===== src/rtl/abrf_pkg.sv =====
// ----------------------------------------------------------------------------
// abrf_pkg
// Widths, register indexes and the channel blend function of the alpha
// blend rectangle fill block.
// ----------------------------------------------------------------------------
`default_nettype none

package abrf_pkg;

   localparam int unsigned FB_PITCH     = 4096;
   localparam int unsigned COORD_W      = 12;
   localparam int unsigned PIXEL_W      = 32;
   localparam int unsigned ADDR_W       = 24;
   localparam int unsigned SPAN_W       = 18;
   localparam int unsigned FRAME_W      = 13;
   localparam int unsigned REQ_DATA_W   = 56;
   localparam int unsigned RSP_DATA_W   = 56;
   localparam int unsigned CSR_INDEX_W  = 3;
   localparam int unsigned CSR_DATA_W   = 32;

   localparam logic [7:0] ALPHA_CLEAR  = 8'h00;
   localparam logic [7:0] ALPHA_OPAQUE = 8'hFF;
   localparam logic [7:0] CHANNEL_MAX  = 8'd255;
   localparam logic [7:0] ROUND_BIAS   = 8'd127;

   typedef enum logic [CSR_INDEX_W-1:0] {
      CSR_RECT_X       = 3'd0,
      CSR_RECT_Y       = 3'd1,
      CSR_RECT_WIDTH   = 3'd2,
      CSR_RECT_HEIGHT  = 3'd3,
      CSR_FRAME_WIDTH  = 3'd4,
      CSR_FRAME_HEIGHT = 3'd5,
      CSR_FILL_COLOR   = 3'd6,
      CSR_BLEND_ALPHA  = 3'd7
   } csr_index_type;

   // Rounded blend of one channel divided by 255. The division uses
   // floor(v / 255) = (v + 1 + (v >> 8)) >> 8, exact for all v below 65535.
   function automatic logic [7:0] mix8(input logic [7:0] src, input logic [7:0] dst,
                                       input logic [7:0] alpha);
      logic [7:0]  inv;
      logic [16:0] sum;
      logic [16:0] quo;
      inv = CHANNEL_MAX - alpha;
      sum = 17'({8'd0, src} * {8'd0, alpha}) + 17'({8'd0, dst} * {8'd0, inv})
            + {9'd0, ROUND_BIAS};
      quo = sum + 17'd1 + (sum >> 8);
      return quo[15:8];
   endfunction

endpackage

`default_nettype wire


===== src/rtl/alpha_blend_rect_fill.sv =====
// Pipeline: the input register, the blend and clip logic and the result register
// form a two-register pipeline; an accepted pixel word moves on from the input
// register into the result register when the result side does not stall.
// Throughput: one pixel word per cycle while the result side does not stall.
// Reset: synchronous, active high; it clears both valid bits and sets every
// configuration register to zero.
// ----------------------------------------------------------------------------
// alpha_blend_rect_fill
// Clips each pixel against the fill rectangle and the frame, blends the fill
// color into it by the configured alpha and reports the word address.
// ----------------------------------------------------------------------------
`default_nettype none

module alpha_blend_rect_fill (
   input  wire logic                                 clock,
   input  wire logic                                 reset,
   input  wire logic                                 req_tvalid,
   output      logic                                 req_tready,
   // pixel_x [11:0], pixel_y [23:12], dst_pixel [55:24]
   input  wire logic [abrf_pkg::REQ_DATA_W-1:0]      req_tdata,
   output      logic                                 rsp_tvalid,
   input  wire logic                                 rsp_tready,
   // new_pixel [31:0], word_address [55:32]
   output      logic [abrf_pkg::RSP_DATA_W-1:0]      rsp_tdata,
   // write_enable [0]
   output      logic                                 rsp_tuser,
   input  wire logic                                 csr_valid,
   output      logic                                 csr_ready,
   input  wire logic [abrf_pkg::CSR_INDEX_W-1:0]     csr_index,
   input  wire logic [abrf_pkg::CSR_DATA_W-1:0]      csr_wdata
);

   logic signed [15:0]                     rect_x_ff;
   logic signed [15:0]                     rect_y_ff;
   logic [15:0]                            rect_width_ff;
   logic [15:0]                            rect_height_ff;
   logic [abrf_pkg::FRAME_W-1:0]           frame_width_ff;
   logic [abrf_pkg::FRAME_W-1:0]           frame_height_ff;
   logic [abrf_pkg::PIXEL_W-1:0]           fill_color_ff;
   logic [7:0]                             blend_alpha_ff;

   logic                                   s1_valid_ff;
   logic                                   s1_valid_in;
   logic [abrf_pkg::COORD_W-1:0]           s1_px_ff;
   logic [abrf_pkg::COORD_W-1:0]           s1_py_ff;
   logic [abrf_pkg::PIXEL_W-1:0]           s1_dst_ff;

   logic                                   rsp_valid_ff;
   logic                                   rsp_valid_in;
   logic                                   rsp_we_ff;
   logic                                   rsp_we_in;
   logic [abrf_pkg::PIXEL_W-1:0]           rsp_pixel_ff;
   logic [abrf_pkg::PIXEL_W-1:0]           rsp_pixel_in;
   logic [abrf_pkg::ADDR_W-1:0]            rsp_addr_ff;
   logic [abrf_pkg::ADDR_W-1:0]            rsp_addr_in;

   logic                                   advance;
   logic                                   req_accept;
   logic signed [abrf_pkg::SPAN_W-1:0]     pos_x;
   logic signed [abrf_pkg::SPAN_W-1:0]     pos_y;
   logic signed [abrf_pkg::SPAN_W-1:0]     lo_x;
   logic signed [abrf_pkg::SPAN_W-1:0]     lo_y;
   logic signed [abrf_pkg::SPAN_W-1:0]     hi_x;
   logic signed [abrf_pkg::SPAN_W-1:0]     hi_y;
   logic                                   in_x;
   logic                                   in_y;
   logic                                   in_rect;
   logic [7:0]                             mix_r;
   logic [7:0]                             mix_g;
   logic [7:0]                             mix_b;

   assign csr_ready  = 1'b1;
   assign advance    = !rsp_valid_ff || rsp_tready;
   assign req_tready = !s1_valid_ff || advance;
   assign req_accept = req_tvalid && req_tready;

   always_ff @(posedge clock) begin
      if (reset) begin
         rect_x_ff       <= '0;
         rect_y_ff       <= '0;
         rect_width_ff   <= '0;
         rect_height_ff  <= '0;
         frame_width_ff  <= '0;
         frame_height_ff <= '0;
         fill_color_ff   <= '0;
         blend_alpha_ff  <= '0;
      end else if (csr_valid && csr_ready) begin
         unique case (csr_index)
            abrf_pkg::CSR_RECT_X:       rect_x_ff       <= csr_wdata[15:0];
            abrf_pkg::CSR_RECT_Y:       rect_y_ff       <= csr_wdata[15:0];
            abrf_pkg::CSR_RECT_WIDTH:   rect_width_ff   <= csr_wdata[15:0];
            abrf_pkg::CSR_RECT_HEIGHT:  rect_height_ff  <= csr_wdata[15:0];
            abrf_pkg::CSR_FRAME_WIDTH:  frame_width_ff  <= csr_wdata[abrf_pkg::FRAME_W-1:0];
            abrf_pkg::CSR_FRAME_HEIGHT: frame_height_ff <= csr_wdata[abrf_pkg::FRAME_W-1:0];
            abrf_pkg::CSR_FILL_COLOR:   fill_color_ff   <= csr_wdata;
            abrf_pkg::CSR_BLEND_ALPHA:  blend_alpha_ff  <= csr_wdata[7:0];
            default: ;
         endcase
      end
   end

   assign s1_valid_in = req_tready ? req_tvalid : s1_valid_ff;

   always_ff @(posedge clock) begin
      if (reset) begin
         s1_valid_ff <= 1'b0;
      end else begin
         s1_valid_ff <= s1_valid_in;
      end
   end

   always_ff @(posedge clock) begin
      if (req_accept) begin
         s1_px_ff  <= req_tdata[11:0];
         s1_py_ff  <= req_tdata[23:12];
         s1_dst_ff <= req_tdata[55:24];
      end
   end

   always_comb begin
      pos_x  = abrf_pkg::SPAN_W'({6'd0, s1_px_ff});
      pos_y  = abrf_pkg::SPAN_W'({6'd0, s1_py_ff});
      lo_x   = abrf_pkg::SPAN_W'(rect_x_ff);
      lo_y   = abrf_pkg::SPAN_W'(rect_y_ff);
      hi_x   = lo_x + $signed({2'd0, rect_width_ff});
      hi_y   = lo_y + $signed({2'd0, rect_height_ff});
      in_x   = (pos_x >= lo_x) && (pos_x < hi_x)
               && ({1'b0, s1_px_ff} < frame_width_ff);
      in_y   = (pos_y >= lo_y) && (pos_y < hi_y)
               && ({1'b0, s1_py_ff} < frame_height_ff);
      in_rect = (rect_width_ff != '0) && (rect_height_ff != '0) && in_x && in_y;

      mix_r = abrf_pkg::mix8(fill_color_ff[23:16], s1_dst_ff[23:16], blend_alpha_ff);
      mix_g = abrf_pkg::mix8(fill_color_ff[15:8], s1_dst_ff[15:8], blend_alpha_ff);
      mix_b = abrf_pkg::mix8(fill_color_ff[7:0], s1_dst_ff[7:0], blend_alpha_ff);

      rsp_we_in    = in_rect && (blend_alpha_ff != abrf_pkg::ALPHA_CLEAR);
      rsp_pixel_in = s1_dst_ff;
      if (rsp_we_in) begin
         if (blend_alpha_ff == abrf_pkg::ALPHA_OPAQUE) begin
            rsp_pixel_in = fill_color_ff;
         end else begin
            rsp_pixel_in = {8'd0, mix_r, mix_g, mix_b};
         end
      end

      rsp_addr_in = abrf_pkg::ADDR_W'(({12'd0, s1_py_ff}
                    * abrf_pkg::ADDR_W'(abrf_pkg::FB_PITCH)) + {12'd0, s1_px_ff});
   end

   assign rsp_valid_in = advance ? s1_valid_ff : rsp_valid_ff;

   always_ff @(posedge clock) begin
      if (reset) begin
         rsp_valid_ff <= 1'b0;
      end else begin
         rsp_valid_ff <= rsp_valid_in;
      end
   end

   always_ff @(posedge clock) begin
      if (advance && s1_valid_ff) begin
         rsp_we_ff    <= rsp_we_in;
         rsp_pixel_ff <= rsp_pixel_in;
         rsp_addr_ff  <= rsp_addr_in;
      end
   end

   assign rsp_tvalid = rsp_valid_ff;
   assign rsp_tuser  = rsp_we_ff;
   assign rsp_tdata  = {rsp_addr_ff, rsp_pixel_ff};

endmodule

`default_nettype wire


===== config.mk =====
export PLATFORM = sky130hd
export DESIGN_NAME = alpha_blend_rect_fill
export DESIGN_NICKNAME = d
export VERILOG_FILES = /design/src/rtl/abrf_pkg.sv /design/src/rtl/alpha_blend_rect_fill.sv
export SDC_FILE = /design/constraint.sdc
export NUM_CORES = 1
export LEC_CHECK = 0
export BUFFER_PORTS_ARGS = -buffer_cell sky130_fd_sc_hd__buf_2
export CAP_MARGIN = 20
export CORE_ASPECT_RATIO = 0.75
export CORE_MARGIN = 5
export CORE_UTILIZATION = 60
export CTS_CLUSTER_DIAMETER = 30
export DETAILED_ROUTE_END_ITERATION = 10
export PLACE_DENSITY = 0.89
export SYNTH_ARGS = -nofsm -noshare
export SYNTH_HDL_FRONTEND = slang
export SYNTH_SLANG_ARGS = --single-unit
export TNS_END_PERCENT = 1

===== constraint.sdc =====
create_clock -name clock -period 11.34 [get_ports clock]
set_clock_uncertainty 0.05 [all_clocks]
set_input_delay 0.567 -clock clock [delete_from_list [all_inputs] [get_ports clock]]
set_output_delay 0.567 -clock clock [all_outputs]
set_load 0.01 [all_outputs]

# Word-level counts from Yosys, hierarchy flattened
# Cells that the tools add are included.
[totals] word_cells=80 ff_bits=245 output_inout_bits=60 inputBits=96
[op_classes] eq_ne=8 order_cmp=6 multipliers=6 n_addsub=16 reduce_logical=26 n_mux=2
[ops] cell="8-bit by 8-bit multiplier with 16-bit output" n=6
[ops] cell="32-bit 2-to-1 mux" n=2
[ops] cell="16-bit by 16-bit adder with 17-bit output" n=3
[ops] cell="17-bit by 7-bit adder with 17-bit output (second input constant)" n=3
[ops] cell="16-bit by 1-bit adder with 16-bit output (second input constant)" n=3
[ops] cell="16-bit by 9-bit adder with 16-bit output" n=3
[ops] cell="16-bit by 17-bit adder with 18-bit output" n=2
[ops] cell="13-bit by 18-bit less-than comparator with 1-bit output" n=2
[ops] cell="13-bit by 16-bit >= comparator with 1-bit output" n=2
[ops] cell="16-bit nonzero test" n=2
[ops] cell="12-bit by 13-bit less-than comparator with 1-bit output" n=2
[ops] cell="24-bit by 12-bit adder with 24-bit output" n=1
[ops] cell="2-bit AND reduction" n=8
[ops] cell="3-bit == test (second input constant)" n=4
[ops] cell="1-bit logical AND" n=10
[ops] cell="8-bit == test (second input constant)" n=1
[ops] cell="8-bit nonzero test" n=1
[ops] cell="8-bit subtractor (first input constant)" n=1
[ops] cell="3-bit by 2-bit == test with 1-bit output (second input constant)" n=2
[ops] cell="3-bit by 1-bit == test with 1-bit output (second input constant)" n=1
[ops] cell="3-bit zero test" n=1
[ops] cell="1-bit zero test" n=2
[ops] cell="1-bit logical OR" n=2

# Longest topological paths before layout
# Gate-level depths: netlist of the first run.
[logic_depth] ltp_word=8 depth_mapped=32 ltp_nobuf=31

# Least setup slack after synthesis of the first run
# Ideal clock, no wire load.
[synth_path] path_type="reg2reg" start="reg blend_alpha_ff[1]" end="reg rsp_pixel_ff[8] (netlist bit) (data pin)" required_time_ns=11.030 path_slack_ns=3.095 setup_ns=0.260 synth_period_minus_slack_ns=8.245 path_stages_with_launch=30 t_arrival_ns=7.935 n_path_buf=2 cell_sequence="dfxtp_1 -> clkbuf_1 -> buf_1 -> nand2_1 -> fa_1 -> fa_1 -> inv_1 -> fa_1 -> fa_1 -> fa_1 -> inv_1 -> fa_1 -> inv_1 -> ha_1 -> nand3_1 -> a2111oi_2 -> nor3_1 -> or3_1 -> xnor2_2 -> ha_1 -> a2111o_1 -> or3_1 -> nor3_1 -> nor3b_1 -> a21o_1 -> a311o_1 -> o21ai_1 -> xor2_1 -> o21ai_0 -> mux2_2"
[synth_between] elab_chain_cells=8 word_cells_on_any_way=12 cone_classes="add/sub: 5; mul: 2; eq/ne: 1; mux: 2; reduce/logical: 2"
[synth_lines] element="start: declaration" line="alpha_blend_rect_fill.sv:40" rtl="logic [7:0] blend_alpha_ff;"
[synth_lines] element="start signal: assignment" line="alpha_blend_rect_fill.sv:96" rtl="abrf_pkg::CSR_BLEND_ALPHA: blend_alpha_ff <= csr_wdata[7:0];"
[synth_lines] element="8-bit subtractor" line="abrf_pkg.sv:44" rtl="inv = CHANNEL_MAX - alpha;"
[synth_lines] element="8-bit by 8-bit multiplier with 16-bit output" line="abrf_pkg.sv:45" rtl="sum = 17'({8'd0, src} * {8'd0, alpha}) + 17'({8'd0, dst} * {8'd0, inv})"
[synth_lines] element="16-bit by 16-bit adder with 17-bit output" line="abrf_pkg.sv:45"
[synth_lines] element="17-bit by 7-bit adder with 17-bit output" line="abrf_pkg.sv:46" rtl="+ {9'd0, ROUND_BIAS};"
[synth_lines] element="16-bit by 1-bit adder with 16-bit output" line="abrf_pkg.sv:47" rtl="quo = sum + 17'd1 + (sum >> 8);"
[synth_lines] element="16-bit by 9-bit adder with 16-bit output" line="abrf_pkg.sv:47"
[synth_lines] element="32-bit 2-to-1 mux" line="alpha_blend_rect_fill.sv:140" rtl="if (blend_alpha_ff == abrf_pkg::ALPHA_OPAQUE) begin"
[synth_lines] element="32-bit 2-to-1 mux (*)" line="alpha_blend_rect_fill.sv:139" rtl="if (rsp_we_in) begin"
[synth_lines] element="named net rsp_pixel_in, one bit" line="alpha_blend_rect_fill.sv:53" rtl="logic [abrf_pkg::PIXEL_W-1:0] rsp_pixel_in;"
[synth_lines] element="end signal: assignment" line="alpha_blend_rect_fill.sv:164" rtl="rsp_pixel_ff <= rsp_pixel_in;"
[synth_lines] element="end: declaration" line="alpha_blend_rect_fill.sv:52" rtl="logic [abrf_pkg::PIXEL_W-1:0] rsp_pixel_ff;"
# Mark *: on every way through the listed nets, which the timed path passes. The rest lies on a longest branch.
# A chain may end at the register's enable or synchronous reset.

# Final worst setup path of the first run
[layout_path] start="reg blend_alpha_ff[3]" end="reg rsp_pixel_ff[8] (netlist bit) (data pin)"
# The elaborated chain is that of the path after synthesis.

==> impl.org, run 1 <==
** Placed design
- Prior to clock tree synthesis, the placed netlist has a worst setup slack of 2.57 ns.
- The wire-length estimate of the detail-placed layout is 51500 um.
- In this run the tool buffered the top-level ports with 154 buffer cells.
- At the end of routability-driven placement, the weighted congestion stood at 0.946.

** Floorplanning
- Die ar. :: 49000 sq um
- The core region is 44400 sq um.
- After floorplanning, the core was divided into 67 placement rows.
- The initial utilization of the core area, before any placement, comes to 0.602.
- Die Y-Extent :: 193 um
- From left edge to right edge, the die measures 254 um.
- Number of top-level design ports :: 156

** Timing
- Minimum clock period :: 8.86 ns
- Number of hold violations in the final report :: 0
- Setup repair after global routing left no endpoint under its margin.
- Transition at the pin with the smallest max-transition slack :: 1.09 ns
- The number of max-slew violations in the final report is 0.
- Setup total negative slack on the finished layout was measured at 0 ns.
- For this run, the top clock speed supported by timing is 113 MHz.
- Across all setup checks in the final design, the least slack found is 2.48 ns.
- Final clock period utilization by the worst path :: 0.781
- Setup Viol. Count Final :: 0
- The worst pin sits at a relative slew slack of 0.269.

** GRT
- Global routing finished with a remaining overflow of 0.
- Wire length of the first global-routing pass :: 113000 um
- For this run, the total global-route usage over all layers was measured as 0.287.
- Via count of the first global-routing pass :: 21895
- The number of antenna violations at the first check in global routing was 1.
- Entering global routing, the biggest net connects 95 pins.

** Clocking
- Worst skew pair latency :: 0.60 ns
- Buffers added to address setup during post-CTS repair amount to 0.
- TritonCTS clock tree :: built
- Counting the buffers created by CTS gives 48.
- Post_cts resized :: 0
- Clock root buffer master :: clkbuf_16
- The longest clock path from root to sink contains 3 buffers.
- Counting every sink on the clock net gives 245.
- H-tree depth :: 2
- Clock input transition at the sequential cells of the worst setup and hold paths :: 0.06 ns
- Number of buffers added to fix hold violations after cts :: 0

** Logic synthesis
- Counting every net in the synthesized netlist gives 3680.
- Area share of the largest cell type after synthesis :: 0.235
- For this run, asynchronously set or reset flops after synthesis account for 0.
- Of all cell types, the one taking the most synthesized area is fa_1.
- Sequential element share of the synthesized area :: 0.225
- Average footprint of a synthesized cell :: 9.00 sq um
- Dominant register cell in the synthesized netlist :: dfxtp_1
- The synthesized design contains 113 enable-type register cells.
- In the post-synthesis netlist, the biggest area contributors are fa_1 (23%), ha_1 (14%), edfxtp_1 (13%), dfxtp_1 (9.9%), inv_1 (6.6%).
- Warning count from the yosys run :: 0
- Post-Synthesis Cell Area :: 26800 sq um
- Count of mapped cells out of synthesis :: 2973
- Counting flops and latches in the post-synthesis netlist gives 245.
- Number of distinct library cells after synthesis :: 95

** Power
- In this run the power density over the cells is 313 nW/um^2.
- The analysis attributes to cell leakage a power of 13.7 nW.
- Worst voltage drop across the vdd grid :: 0.000396 V

** Finish
- At the end of the flow the core is filled with cells to 0.665.
- Of the cells placed in the final design, the portion with a size suffix greater than 1 is 0.0975.
- Sequential cell area :: 6050 sq um
- After the last flow step, the layout net total stands at 3775.
- Area overhead of the layout relative to synthesis :: 10.4%
- Number of fill cells in the layout :: 3237
- Multi-input logic area :: 18500 sq um

** Worst setup path
- Maximum fanout count along the critical path :: 51
- Type of the worst setup path :: flop to flop
- Arrival time at the worst endpoint :: 9.11 ns
- Data on the critical path is required at its endpoint by 11.59 ns.
- STA classifies the critical path startpoint as a flop.
- Crit end category :: flop

** Detailed routing
- Number of DRC violations after detailed-routing iteration 0 :: 2136
- For this block, the routed nets add up to 70700 um of wire.
- Avg WL per Cell :: 19.1 um
- Before antenna repair, the detailed router went through 8 iterations.
- Post-detailed-route DRC marker count :: 0
- Vias/cell :: 5.85
- Count of nets left with antenna violations after detail routing :: 0
- For this block, the via count after detailed routing is 21619.

** Run
- Max-Cap Viols :: 0

** Run status
- The flow ran to the end, and the final reports show no timing, DRC or antenna violations.

** Hold path
- Worst hold path type :: primary input to flop
metrics by stage:
step	instances	instance area (sq um)	power [mW]	hold slack (ns)
after floorplan	2973	26800	6.28	0.386
after global placement	3601	27900	7.44	0.392
after detailed placement	3601	27900	7.65	0.396
after CTS	3691	29500	9.13	0.0802
after global routing	3694	29600	10.1	0.0736
final	3696	29600	9.25	0.0948
sequential cells by signal, summed over array words and instances, names as in the netlist, 8 cells and up:
register         cells
rect_height_ff      16
s1_px_ff            12
blend_alpha_ff       8
frame_height_ff     13
rect_width_ff       16
rect_y_ff           16
rsp_addr_ff         24
rect_x_ff           16
s1_py_ff            12
frame_width_ff      13
fill_color_ff       32
rsp_pixel_ff        32
s1_dst_ff           32
worst paths after layout:
kind	cells after the start	slack, ns	end	startpoint
worst max-delay path	27	2.48	rsp_pixel_ff[8]	blend_alpha_ff[3]
worst min register to register	2	0.40	frame_height_ff[9]	frame_height_ff[9]
worst max register to register	27	2.48	rsp_pixel_ff[8]	blend_alpha_ff[3]
worst min-delay path	1	0.09	s1_px_ff[10]	req_tdata[10]
logic make-up after synthesis:
logic type      count (synthesis)  synth area share
compound gates                457             0.107
xor+xnor                       79            0.0270
fa+ha+maj                     613             0.374
buf+inv                       600            0.0860
flops                         245             0.225
mux                            16           0.00636
other cells                     1          0.000140
simple gates                  962             0.174
area by class of cell:
cell class                 count  area share
clock inverter                34      0.0122
multi-input combinational   2128       0.625
inverter                     475      0.0603
antenna                        2    0.000169
sequential                   245       0.205
tap                          586      0.0248
timing repair buffer         170      0.0304
clock buffer                  56      0.0430
layout by cell type (no fill, tap or decap), types with 33 or more instances in the layout:
master and n:
o21ai_0 50, dfxtp_1 124, ha_1 297, inv_1 474, buf_2 153, fa_1 314, xor2_1 33, clkbuf_16 48
a21o_1 41, xnor2_1 43, and2_1 101, nor2b_1 83, nor2_1 116, edfxtp_1 113, nand2b_1 103, nand3_1 37
a21oi_1 208, nand2_1 423
critical path, stage by stage (launching register included):
cell and delay, ns:
dfxtp_2 1.01, nand2_1 0.16, fa_1 0.50, fa_1 0.54, inv_1 0.05, fa_1 0.48
fa_1 0.52, fa_1 0.50, inv_1 0.05, fa_1 0.47, inv_1 0.04, ha_1 0.38
nand3_1 0.17, a2111oi_2 0.43, nor3_1 0.09, or3_1 0.42, xnor2_2 0.25, ha_1 0.30
a2111o_1 0.44, or3_1 0.32, nor3_1 0.15, nor3b_1 0.09, a21o_1 0.17, a311o_1 0.34
o21ai_1 0.09, xor2_1 0.15, o21ai_0 0.08, mux2_2 0.27
routing by layer:
| metal | vias to the layer above | GRT usage | part of all wire |
|---|---|---|---|
| met2 | 1184 | 0.446 | 0.45 |
| met1 | 10388 | 0.397 | 0.40 |
| met5 | - | 0 | 0 |
| li1 | 9807 | - | - |
| met4 | 0 | 0.113 | 0.043 |
| met3 | 240 | 0.0624 | 0.10 |
synthesized netlist by cell type, types with 10 or more instances:
master,n
inv_1,474
nand2_1,423
fa_1,314
ha_1,297
a21oi_1,208
dfxtp_1,132
nor2_1,118
edfxtp_1,113
nand2b_1,103
and2_1,102
clkbuf_1,84
nor2b_1,84
o21ai_0,50
xnor2_1,43
a21o_1,41
nand3_1,37
xor2_1,33
nor3_1,22
a31oi_1,21
buf_1,20
o21ai_1,17
nor4_1,16
a211oi_1,14
o211ai_1,13
nand4_1,11
nor3b_1,11
o21a_1,11
or3_1,10
power breakdown:
group | internal [mW] | switching (mW) | leakage [nW] | total (mW)
Sequential | 0.962 | 0.0461 | 2.15 | 1.01
Clock | 0.839 | 0.565 | 0.786 | 1.40
Combinational | 2.78 | 4.06 | 10.7 | 6.83
Total | 4.58 | 4.67 | 13.7 | 9.25
No activity file was read; power rests on OpenSTA's default activity.
==> run 2, diff against run 1 <==
--- a/config.mk
+++ b/config.mk
@@ -9,7 +9,7 @@
 export CAP_MARGIN = 20
 export CORE_ASPECT_RATIO = 0.75
 export CORE_MARGIN = 5
-export CORE_UTILIZATION = 60
+export CORE_UTILIZATION = 58
 export CTS_CLUSTER_DIAMETER = 30
 export DETAILED_ROUTE_END_ITERATION = 10
 export PLACE_DENSITY = 0.89
==> constraint.sdc (replaced) <==
create_clock -name clock -period 7.7 [get_ports clock]
set_clock_uncertainty 0.05 [all_clocks]
set_input_delay 0.385 -clock clock [delete_from_list [all_inputs] [get_ports clock]]
set_output_delay 0.385 -clock clock [all_outputs]
set_load 0.01 [all_outputs]
==> run 2 against run 1 <==
The run now ends with setup timing left. Via count up 6.0%. Clock power increased by 60%. First-iteration DRC count is 18% higher. Combinational power rose by 70%. Cell count grew 4.7%. Cell area rose by 6.3%. Power is 66% higher. Worst hold slack got worse by 0.080 ns. Flip-flop and latch count unchanged. Critical path type unchanged.
==> impl.org, run 2 (synthesis gave the netlist of run 1 again) <==
** Run status
- Result of the run :: finished, violations left
- Violated checks :: setup timing

** Floorplanning
- Core area :: 45900 sq um
- Measured along the x axis, the die boundary spans 258 um.
- Die ar. :: 50600 sq um
- Standard-cell rows :: 68
- 156 I/O pins were placed.
- Die Y-Extent :: 196 um
- Initial standard-cell utilization of the core :: 0.584

** Detailed routing
- Count of nets left with antenna violations after detail routing :: 0
- Post-detailed-route DRC marker count :: 0
- The detailed router finished its first iteration with 2514 violations.
- Routed via count :: 22916
- After detailed routing, the average wire length per cell comes to 20.0 um.
- The final layout contains routed wiring with a total length of 77500 um.
- Detailed Routing Iterations Pass 1 :: 6
- Using the TritonRoute via totals, the vias-per-cell ratio works out to 5.92.

** Finish
- Fill cells in the final layout number 3122.
- After routing the design area is 31400 sq um.
- Number of nets in the finished design :: 3941
- The area growth from synthesis to layout is 17.4%.
- The library cell used most frequently in the layout, excluding fill and tap cells, is inv_1.
- In the layout the commonest cells are inv_1 (472), nand2_1 (423), fa_1 (313), ha_1 (289), a21oi_1 (205).
- Final core area utilization :: 0.685
- Proportion of layout cells with a drive suffix above 1 :: 0.137
- The largest registers in the layout are fill_color_ff (32), rsp_pixel_ff (32), s1_dst_ff (32).

** Timing
- Count of pins over their slew limit :: 0
- The count of final hold-check violations was 0.
- Transition at the pin with the smallest max-transition slack :: 1.11 ns
- Final Worst Setup Slack :: -0.0760 ns
- Subtracting the final worst setup slack from the clock period gives 7.78 ns.
- Setup violations remaining at the end of the flow were counted as 2.
- Measured against its own limit, the worst slew margin works out to 0.256.
- Fmax :: 129 MHz
- Setup repair after global routing could not meet its margin everywhere.
- Final clock period utilization by the worst path :: 1.01

** Hold path
- Hold wc startpoint :: csr_wdata[22]
- The worst hold path passes through 3 cells.
- The worst hold path terminates at fill_color_ff[22].
- Worst hold path type :: primary input to flop

** Power
- Worst voltage drop across the vdd grid :: 0.00106 V
- For this design the static power due to leakage is 14.6 nW.
- Cell Pwr Density :: 488 nW/um^2
- Power consumption :: 15.3 mW

** GRT
- The first global-routing pass estimated 124000 um of wire.
- Summed over all layers, the global routing overflow is 0.
- In the global route stage, overall resource usage came out at 0.302.
- The number of antenna violations at the first check in global routing was 4.
- Entering global routing, the biggest net connects 95 pins.
- The via count of the first global-routing pass came to 23901.

** Clocking
- Clock tree synthesis inserted a total of 48 buffers.
- Number of buffers between clock root and the deepest sink :: 3
- Clock input transition at the sequential cells of the worst setup and hold paths :: 0.06 ns
- TritonCTS built the clock tree.
- H-tree depth :: 2
- For this design, the sink count on the clock tree is 245.
- Clock root buffer master :: clkbuf_16
- At the later pin of the worst-skew pair, clock insertion delay measures 0.59 ns.

** Worst setup path
- Endpoint of the lowest-slack register-to-register path :: rsp_pixel_ff[8]
- The worst setup path is of the flop to flop kind.
- The most numerous cell type found on the critical path is fa_1.
- Crit end category :: flop
- Among all stages on the critical path, the largest delay is contributed by fa_1.
- Along the worst path, the maximum fanout reaches 5.
- The startpoint identified for the worst register-to-register timing path is s1_dst_ff[12].
- Maximum single-stage delay on the critical path :: 0.56 ns
- Required arrival time at the worst endpoint :: 7.96 ns
- Data arrives at the worst endpoint at 8.04 ns.
- R2R setup slack :: -0.08 ns
- Launching element type of the critical path :: flop
- Worst Reg2Reg Path Length in Cells :: 26

** Run
- Across the run, the number of max-cap violations was 0.

** Placed design
- Once detailed placement completed, the half-perimeter wirelength came to 55200 um.
- Timing analysis after detailed placement gives a worst setup slack of -0.171 ns.
- Routability-driven placement finished with a final weighted congestion of 0.933.
- Input/output buffers :: 154
- Area of placed instances :: 28700 sq um
run 2: cell count changes in the layout (fill, tap and decap cells not counted), sizes merged:
cell / previous run / this run
buf: 170 / 279
bufbuf: 0 / 1
bufinv: 0 / 6
clkbuf: 56 / 57
clkinv: 13 / 9
clkinvlp: 5 / 3
dlygate4sd3: 0 / 56
inv: 491 / 487
run 2: worst max path at each step:
| stage | from | to | slack (ns) |
|---|---|---|---|
| after floorplan | blend_alpha_ff[4] | rsp_pixel_ff[8] | 0.006 |
| after detailed placement | blend_alpha_ff[6] | rsp_pixel_ff[6] | -0.17 |
| after global routing | s1_dst_ff[13] | rsp_pixel_ff[8] | -0.33 |
| after global placement | blend_alpha_ff[2] | rsp_pixel_ff[20] | 0.01 |
| after CTS | s1_dst_ff[12] | rsp_pixel_ff[8] | -0.03 |
| final | s1_dst_ff[12] | rsp_pixel_ff[8] | -0.08 |
run 2: metal layers:
layer / global-route usage / vias up / wire length (um)
met4: 0.130 / 4 / 3650
met2: 0.490 / 1355 / 36000
met1: 0.393 / 11113 / 29100
met3: 0.0704 / 314 / 8660
met5: 0 / - / 21
li1: - / 10130 / -
run 2: stage by stage:
| stage | instances | hold slack (ns) | setup TNS [ns] |
|---|---|---|---|
| final | 3868 | 0.0144 | -0.0769 |
| after global routing | 3866 | 0.0121 | -4.34 |
| after floorplan | 2973 | 0.386 | 0 |
| after detailed placement | 3705 | 0.398 | -1.23 |
| after CTS | 3859 | 0.00219 | -0.0326 |
| after global placement | 3705 | 0.392 | 0 |
run 2: cell type report:
class / instances / area [sq um] / area share
diodes: 2 / 5.00 / 0.000159
clock buffers: 57 / 1320 / 0.0420
clock inverters: 30 / 399 / 0.0127
inverters: 475 / 1780 / 0.0567
multi-input cells: 2128 / 18700 / 0.595
flip-flops and latches: 245 / 6070 / 0.193
well taps: 595 / 744 / 0.0237
repair buffers: 336 / 2410 / 0.0768
run 2: repair_timing:
action	in CTS	in global routing
hold buffers	56	0
hold endpoints to repair	56	0
setup endpoints to repair	16	24
resized for setup	24	36
gates cloned	1	0
pin swaps	4	10
setup buffers	10	5
run 2: worst max-delay path: cells and delay by family (launching register included):
family          cells  cell delay (ns)
compound gates      6             1.44
mux                 1             0.28
buf+inv             2             0.22
fa+ha+maj           8             3.58
flops               1             0.47
xor+xnor            2             0.32
simple gates        7             1.15
run 2: power breakdown:
group          total, mW  internal [mW]  switching, mW
Sequential          1.47           1.42         0.0521
Combinational       11.6           5.05           6.57
Clock               2.24           1.44          0.799
